## config.mk

```make
export PLATFORM = sky130hd
export DESIGN_NAME = two_key_id_table_core
export DESIGN_NICKNAME = d
export VERILOG_FILES = /design/src/hdl/tkid_pkg.sv /design/src/hdl/tkid_cell.sv /design/src/hdl/two_key_id_table_core.sv
export SDC_FILE = /design/constraint.sdc
export NUM_CORES = 2
export LEC_CHECK = 0
export ABC_AREA = 1
export BUFFER_PORTS_ARGS = -buffer_cell sky130_fd_sc_hd__buf_4
export CORE_ASPECT_RATIO = 0.8
export CORE_MARGIN = 2
export CORE_UTILIZATION = 50
export CTS_BUF_LIST = sky130_fd_sc_hd__clkbuf_16
export DETAILED_ROUTE_END_ITERATION = 10
export PLACE_DENSITY = 0.65
export SYNTH_ARGS = -nofsm -noshare
export SYNTH_HDL_FRONTEND = slang
export SYNTH_SLANG_ARGS = --single-unit
```

## constraint.sdc

```tcl
create_clock -name i_clk -period 716.1 [get_ports i_clk]
set_input_delay 71.61 -clock i_clk [delete_from_list [all_inputs] [get_ports i_clk]]
set_output_delay 71.61 -clock i_clk [all_outputs]
set_load 0.02 [all_outputs]
```

## src/hdl/tkid_pkg.sv

```systemverilog
`timescale 1ns / 1ps
// ----------------------------------------------------------------------------
// tkid_pkg: shared types and constants for the two-key id table
// Command and result words, the stored entry layout, command and status codes.
// ----------------------------------------------------------------------------
package tkid_pkg;

    localparam int TABLE_DEPTH = 64;
    localparam int IDX_W       = (TABLE_DEPTH > 1) ? $clog2(TABLE_DEPTH) : 1;
    localparam int KEY_W       = 32;
    localparam int ID_W        = 31;

    localparam logic signed [KEY_W-1:0] NO_ID = -32'sd1;

    typedef enum logic [1:0] {
        CMD_FIND   = 2'd0,
        CMD_INSERT = 2'd1,
        CMD_DELETE = 2'd2
    } t_command;

    typedef enum logic [1:0] {
        STAT_OK        = 2'd0,
        STAT_NOT_FOUND = 2'd1,
        STAT_FULL      = 2'd2,
        STAT_NO_IDS    = 2'd3
    } t_status;

    typedef struct packed {
        logic [1:0]              command;
        logic signed [KEY_W-1:0] first_key;
        logic signed [KEY_W-1:0] second_key;
    } t_cmd_word;

    typedef struct packed {
        logic signed [KEY_W-1:0] entry_id;
        logic [1:0]              status;
    } t_result_word;

    typedef struct packed {
        logic             valid;
        logic [KEY_W-1:0] first_key;
        logic [KEY_W-1:0] second_key;
        logic [ID_W-1:0]  id;
    } t_entry;

endpackage

```

## src/hdl/tkid_cell.sv

```systemverilog
`timescale 1ns / 1ps
// ----------------------------------------------------------------------------
// tkid_cell: one table entry in the circulating ring
// Holds one entry and takes its neighbor's entry on every shift cycle.
// ----------------------------------------------------------------------------
module tkid_cell (
    input  logic            i_clk,
    input  logic            i_rst_n,
    input  logic            i_shift,
    input  tkid_pkg::t_entry i_entry,
    output tkid_pkg::t_entry o_entry
);
    import tkid_pkg::*;

    t_entry r_entry;

    // Clear the valid bit on reset; advance the entry while the ring rotates
    always_ff @(posedge i_clk) begin
        if (!i_rst_n) begin
            r_entry.valid <= 1'b0;
        end else if (i_shift) begin
            r_entry <= i_entry;
        end
    end

    assign o_entry = r_entry;

endmodule

```

## src/hdl/two_key_id_table_core.sv

```systemverilog
`timescale 1ns / 1ps
// ----------------------------------------------------------------------------
// two_key_id_table_core: associative id table keyed by a pair of 32-bit keys
// Find, insert and group delete over a ring of entry cells with one compare
// unit at the head of the ring.
// ----------------------------------------------------------------------------
// The table is a ring of TABLE_DEPTH cells; each pass rotates the ring once
// past a single compare unit, one entry per cycle, and the ring ends each
// command back in place. Find and delete strobe their result after one
// pass; an insert rotates the ring twice (look for the pair and a free
// slot, then write) and strobes after the second pass, unless the table
// is full, which is reported after the first. An insert with ids
// exhausted and an unknown command are answered in the cycle after they
// are taken. busy is high while the ring rotates; a new word may be
// started in the cycle the result strobes. Each result is on o_result for
// the single cycle that o_done is high and must be captured then: there is
// no backpressure.
module two_key_id_table_core (
    input  logic                  i_clk,
    input  logic                  i_rst_n,
    input  logic                  start,
    output logic                  busy,
    input  tkid_pkg::t_cmd_word   i_cmd,
    output logic                  o_done,
    output tkid_pkg::t_result_word o_result
);
    import tkid_pkg::*;

    typedef enum logic [2:0] {
        S_IDLE  = 3'b001,
        S_SCAN  = 3'b010,
        S_APPLY = 3'b100
    } t_state;

    localparam logic [IDX_W-1:0] LAST_STEP = IDX_W'(TABLE_DEPTH - 1);

    t_state           r_state, n_state;
    logic [IDX_W-1:0] r_step, n_step;
    t_cmd_word        r_req, n_req;
    logic             r_hit, n_hit;
    logic             r_free, n_free;
    logic             r_written, n_written;
    logic [ID_W-1:0]  r_found_id, n_found_id;
    logic [ID_W-1:0]  r_next_id, n_next_id;
    logic             r_done, n_done;
    t_result_word     r_result, n_result;

    t_entry           w_ring [TABLE_DEPTH];
    t_entry           w_head, w_head_back;
    logic [TABLE_DEPTH-1:0] w_valid;
    logic             w_shift, w_accept, w_last;
    logic             w_key1_eq, w_pair_hit, w_group_hit, w_take;

    // Ring of cells: each cell takes its upper neighbor, the top takes the head
    assign w_shift = (r_state == S_SCAN) || (r_state == S_APPLY);

    for (genvar g = 0; g < TABLE_DEPTH; g++) begin : g_ring
        t_entry w_in;
        if (g == TABLE_DEPTH - 1) begin : g_top
            assign w_in = w_head_back;
        end else begin : g_mid
            assign w_in = w_ring[g+1];
        end
        tkid_cell u_cell (
            .i_clk   (i_clk),
            .i_rst_n (i_rst_n),
            .i_shift (w_shift),
            .i_entry (w_in),
            .o_entry (w_ring[g])
        );
        assign w_valid[g] = w_ring[g].valid;
    end

    // Compare the entry at the head against the held request
    assign w_head      = w_ring[0];
    assign w_key1_eq   = (w_head.first_key == r_req.first_key);
    assign w_pair_hit  = w_head.valid && w_key1_eq && (w_head.second_key == r_req.second_key);
    assign w_group_hit = w_head.valid && w_key1_eq;
    assign w_last      = (r_step == LAST_STEP);
    assign w_accept    = start && !busy;

    // Write slot on the second pass: the matching pair, else the first free one
    assign w_take = (r_state == S_APPLY) && (r_req.command == CMD_INSERT) && !r_written
                    && ((r_hit && w_pair_hit) || (!r_hit && !w_head.valid));

    // Head update: write on insert, drop matches on delete, else pass through
    always_comb begin
        w_head_back = w_head;
        if (w_take) begin
            w_head_back.valid      = 1'b1;
            w_head_back.first_key  = r_req.first_key;
            w_head_back.second_key = r_req.second_key;
            w_head_back.id         = r_next_id;
        end else if ((r_state == S_SCAN) && (r_req.command == CMD_DELETE) && w_group_hit) begin
            w_head_back.valid = 1'b0;
        end
    end

    // Sequencer and result formation
    always_comb begin
        n_state    = r_state;
        n_step     = r_step;
        n_req      = r_req;
        n_hit      = r_hit;
        n_free     = r_free;
        n_written  = r_written;
        n_found_id = r_found_id;
        n_next_id  = r_next_id;
        n_done     = 1'b0;
        n_result   = r_result;

        case (r_state)
            S_IDLE: begin
                if (w_accept) begin
                    n_req  = i_cmd;
                    n_hit  = 1'b0;
                    n_free = 1'b0;
                    n_step = '0;
                    if ((i_cmd.command == CMD_FIND) || (i_cmd.command == CMD_DELETE)) begin
                        n_state = S_SCAN;
                    end else if (i_cmd.command == CMD_INSERT) begin
                        if (&r_next_id) begin
                            n_done            = 1'b1;
                            n_result.entry_id = NO_ID;
                            n_result.status   = STAT_NO_IDS;
                        end else begin
                            n_state = S_SCAN;
                        end
                    end else begin
                        n_done            = 1'b1;
                        n_result.entry_id = NO_ID;
                        n_result.status   = STAT_NOT_FOUND;
                    end
                end
            end
            S_SCAN: begin
                n_step = w_last ? '0 : r_step + 1'b1;
                if (r_req.command == CMD_DELETE) begin
                    n_hit = r_hit || w_group_hit;
                end else begin
                    n_hit = r_hit || w_pair_hit;
                end
                if (w_pair_hit && !r_hit) begin
                    n_found_id = w_head.id;
                end
                n_free = r_free || !w_head.valid;
                if (w_last) begin
                    if (r_req.command == CMD_INSERT) begin
                        if (n_hit || n_free) begin
                            n_state   = S_APPLY;
                            n_written = 1'b0;
                        end else begin
                            n_state           = S_IDLE;
                            n_done            = 1'b1;
                            n_result.entry_id = NO_ID;
                            n_result.status   = STAT_FULL;
                        end
                    end else begin
                        n_state = S_IDLE;
                        n_done  = 1'b1;
                        n_result.status = n_hit ? STAT_OK : STAT_NOT_FOUND;
                        if ((r_req.command == CMD_FIND) && n_hit) begin
                            n_result.entry_id = {1'b0, n_found_id};
                        end else begin
                            n_result.entry_id = NO_ID;
                        end
                    end
                end
            end
            S_APPLY: begin
                n_step = w_last ? '0 : r_step + 1'b1;
                if (w_take) begin
                    n_written = 1'b1;
                end
                if (w_last) begin
                    n_state           = S_IDLE;
                    n_done            = 1'b1;
                    n_result.entry_id = {1'b0, r_next_id};
                    n_result.status   = STAT_OK;
                    n_next_id         = r_next_id + 1'b1;
                end
            end
            default: begin
                n_state = S_IDLE;
                n_step  = '0;
            end
        endcase
    end

    // Hold control state under reset; payload registers load freely
    always_ff @(posedge i_clk) begin
        if (!i_rst_n) begin
            r_state   <= S_IDLE;
            r_step    <= '0;
            r_hit     <= 1'b0;
            r_free    <= 1'b0;
            r_written <= 1'b0;
            r_next_id <= '0;
            r_done    <= 1'b0;
        end else begin
            r_state   <= n_state;
            r_step    <= n_step;
            r_hit     <= n_hit;
            r_free    <= n_free;
            r_written <= n_written;
            r_next_id <= n_next_id;
            r_done    <= n_done;
        end
    end

    always_ff @(posedge i_clk) begin
        r_req      <= n_req;
        r_found_id <= n_found_id;
        r_result   <= n_result;
    end

    assign busy     = (r_state != S_IDLE);
    assign o_done   = r_done;
    assign o_result = r_result;

    // The ring is back in place whenever no command is in flight
    a_ring_aligned: assert property (@(posedge i_clk) disable iff (!i_rst_n)
        (r_state == S_IDLE) |-> (r_step == '0))
        else $error("ring not aligned at idle");

    // A result word is only strobed with the sequencer back at idle
    a_done_idle: assert property (@(posedge i_clk) disable iff (!i_rst_n)
        o_done |-> (r_state == S_IDLE))
        else $error("result strobed while busy");

    // A full-table refusal means every cell holds a valid entry
    a_full_table: assert property (@(posedge i_clk) disable iff (!i_rst_n)
        (o_done && (o_result.status == STAT_FULL)) |-> (&w_valid))
        else $error("full reported with a free slot");

    // A successful insert finishes only after its write has landed
    a_single_write: assert property (@(posedge i_clk) disable iff (!i_rst_n)
        (o_done && (o_result.status == STAT_OK) && (r_req.command == CMD_INSERT))
        |-> r_written)
        else $error("insert finished without a write");

endmodule
```

==> results <==
- The run finished with clean final reports.
- The via count of the first global-routing pass is 64,919.
- The final number of hold-violating endpoints was 0.
- The number of nets at the end of the flow is 8,224.
- At the pin with the least slew margin, the transition time is 1.215 ns.
- The cell count after synthesis came out at 7,477.
- The CTS tree is yes.
- The number of vias in the routed layout is 67,142.
- Summing the sequential cell areas from Yosys gives 97.14% of the chip area.
- After synthesis the netlist holds a flip-flop and latch count of 6,319.
- The worst path uses 11.24% of the clock period.
- In this run, CTS created clock tree buffers numbering 565.
- The global routing usage summed across all routing layers is 12.00%.
- The later pin in the worst-skew pair is clocked with a latency of 1.03 ns.
- The remaining routing DRC violations is 0.
- In this run the standard cell core region covers 386,400 um2.
- The clock slew seen by the registers of the worst setup and hold paths is 0.06 ns.
- The critical path endpoint category is a register.
- The setup path with the least slack is of type in2reg.
- The leakage dissipation is 69.36 nW.
- The worst setup path is launched from a primary input.
- Setup violations remaining at the end of the flow were counted as 0.
- The commonest cells after synthesis are edfxtp_1, nand2_1, nor2_1.
- The peak ir drop on the vdd network is 0.002751 mV.
- The synthesized area per cell is 25.98 um2.
- The maximum number of pins on one net before global-route repair is 220.
- edfxtp_1 takes more of the synthesized area than any other cell.
- Setup repair after global routing left no endpoint under its margin.
- Once layout is complete, the utilization of the core stands at 56.73%.
- On the final layout, the worst clock skew is 0.09017 ns.
- For this configuration, the core starts out at a cell density of 50.26%.
- The layout has 27,155 filler cells.
- The wire length per cell is 17.72 um.
- Summing internal, switching and leakage power gives 0.7835 mW.
- Final hold analysis gives a worst-case slack of 0.3474 ns.
- The number of slew-limit violations in the final report is 0.
- The via-per-instance ratio is 4.889.
- The power density normalized to cell area is 3.574 nW/um2.
- The most used flip-flop cell after synthesis is edfxtp_1.
- From synthesis to final layout, the design area changed by 12.88%.
- The number of enable-type register cells in the synthesized netlist is 6,211.
- The top cell type's share of synthesized area is 96.03%.
- The path class of the tightest hold or removal check is reg2reg.
- The total number of yosys warnings is 0.
- The residual overflow from global routing is 0.
- The routed design has 243,400 um of wire.
- The worst slew margin relative to its limit is 19.01%.
- Counting flops with an async set or reset pin after synthesis yields a share of 0%.
- The clock drives 6,319 sinks.
- In this run, post-CTS hold repair placed 0 buffers.
- By area the synthesized netlist is led by edfxtp_1, dfxtp_1, nand2_1.
- Counting every net in the synthesized netlist gives 7,548.
- Static timing analysis puts the maximum clock frequency at 0.01242 GHz.
- The number of levels the H-tree was split into is 6.
- Routability-driven placement finished with a final weighted congestion of 0.8263.
- The first global-routing pass estimated 375,700 um of wire.
- In this run the worst path has a maximum fanout of 178.
- The quantity of gates resized following cts is 0.
- The chip height is 561.5 um.
- The worst endpoint data arrival time is 81.13 ns.
- The cell at the root of the clock tree is clkbuf_16.
- In the final timing run, aggregate negative setup slack is 0 ns.
- Counting distinct cell types in the post-synthesis netlist gives 45.
- The buffer levels on the longest clock path is 4.
- The area of the die is 393,500 um2.
- The floorplan step set the die width to 700.8 um.
- The summed instance area of the synthesized netlist is 194,200 um2.
- The post-detailed-route count of antenna-violating nets is 0.
- The wire-length estimate of the detail-placed layout is 113,900 um.
- The most common cell in the synthesized netlist is edfxtp_1.
- The number of antenna violations at the first check in global routing is 8.
- The detailed router finished its first iteration with 7,532 violations.
- The critical path data required time is 716.73 ns.
- Of the cells placed in the final design, the portion with a size suffix greater than 1 is 11.37%.
- Row generation in the floorplan step produced 204 rows.
- The number of search-and-repair iterations in the first detailed-routing pass is 7.
- The count of boundary I/O pins is 105.
- Across the run, the number of max-cap violations was 0.
- The number of setup buffers added after CTS is 0.
- The quantity of I/O buffers inserted on ports is 104.
- For the finished layout, the period the worst path requires is 80.50 ns.
## layer usage
metal	share of wire (%)	vias up	wire length, um	global-route usage (%)
met5	0	-	0	0
met4	2.5	0	6006	3.871
met3	4.9	445	11950	2.390
met2	41	1408	100900	15.89
met1	51	34359	124500	19.98
li1	-	30930	-	-
## power breakdown
group | total [mW] | internal (mW) | switching [mW]
Sequential | 0.469 | 0.458 | 0.0114
Clock | 0.283 | 0.156 | 0.127
Combinational | 0.0309 | 0.00394 | 0.0270
## critical path, stage by stage
cell and delay (ns):
buf_4 0.56, inv_1 0.61, nor2_4 0.36, buf_4 0.81, buf_12 0.59, buf_12 0.67
buf_4 0.90, buf_4 0.78, buf_4 0.93, buf_4 0.82, buf_4 0.98, buf_4 0.83
## logic make-up after synthesis
logic type	share of synthesized area (%)
DFF	97.14
and+or+nand+nor	1.409
AOI/OAI and AO/OA	0.8246
buffers and inverters	0.4387
xor gates and xnor gates	0.1759
adders and majority gates	0.01288
## cell type report
type	count	area, um2	area share [%]
Sequential cell	6319	188700	86.06
Antenna cell	1	2.502	0.001141
Multi-Input combinational cell	980	4736	2.160
Inverter	114	427.9	0.1952
Timing Repair Buffer	173	1436	0.6552
Clock inverter	426	3282	1.497
Tap cell	5150	6444	2.939
Clock buffer	569	14240	6.495
## path summary, 6_finish.rpt
kind	startpoint	endpoint	slack, ns	cells past startpoint
max	i_rst_n	g_ring[26].u_cell.o_entry[42]	635.60	12
min	g_ring[33].u_cell.o_entry[11]	g_ring[32].u_cell.o_entry[11]	0.35	0
max reg2reg	r_state[2]	g_ring[26].u_cell.o_entry[42]	705.94	15
min reg2reg	g_ring[33].u_cell.o_entry[11]	g_ring[32].u_cell.o_entry[11]	0.35	0
## cell usage in the layout, fill, tap and decap left out, drive strengths merged, types with 2 or more instances in the layout
| cell type | Yosys | routed |
|---|---|---|
| inv | 112 | 287 |
| edfxtp | 6211 | 6211 |
| ha | 2 | 2 |
| o21ai | 189 | 189 |
| xnor2 | 31 | 31 |
| nand3 | 19 | 19 |
| nor2 | 192 | 192 |
| o211ai | 31 | 31 |
| clkbuf | 32 | 569 |
| or2 | 2 | 2 |
| nand2 | 412 | 412 |
| bufinv | 0 | 29 |
| a211oi | 3 | 3 |
| nor4 | 7 | 7 |
| a21oi | 40 | 40 |
| xor2 | 8 | 8 |
| nand4 | 12 | 12 |
| dfxtp | 108 | 108 |
| buf | 32 | 173 |
| clkinv | 2 | 214 |
| clkinvlp | 0 | 10 |
| nor3 | 23 | 23 |
## through the flow
| step | setup slack, ns | area (um2) | cells |
|---|---|---|---|
| 2_1_floorplan | 380.12 | 194200 | 7477 |
| 3_3_place_gp | 634.94 | 201700 | 12736 |
| 3_5_place_dp | 634.44 | 201700 | 12736 |
| 4_1_cts | 635.70 | 219200 | 13731 |
| 5_1_grt | 634.76 | 219200 | 13732 |
| 6_report | 635.60 | 219200 | 13732 |
## state kept, by name, summed over array words and instances (netlist names)
register and flops:
r_free 1, r_hit 1, o_done 1, g_ring.u_cell.o_entry 6144, r_state 3, o_result 34
r_next_id 31, r_written 1, r_found_id 31, r_req 66, r_step 6
Note: power is estimated with default switching activity, not from simulation.
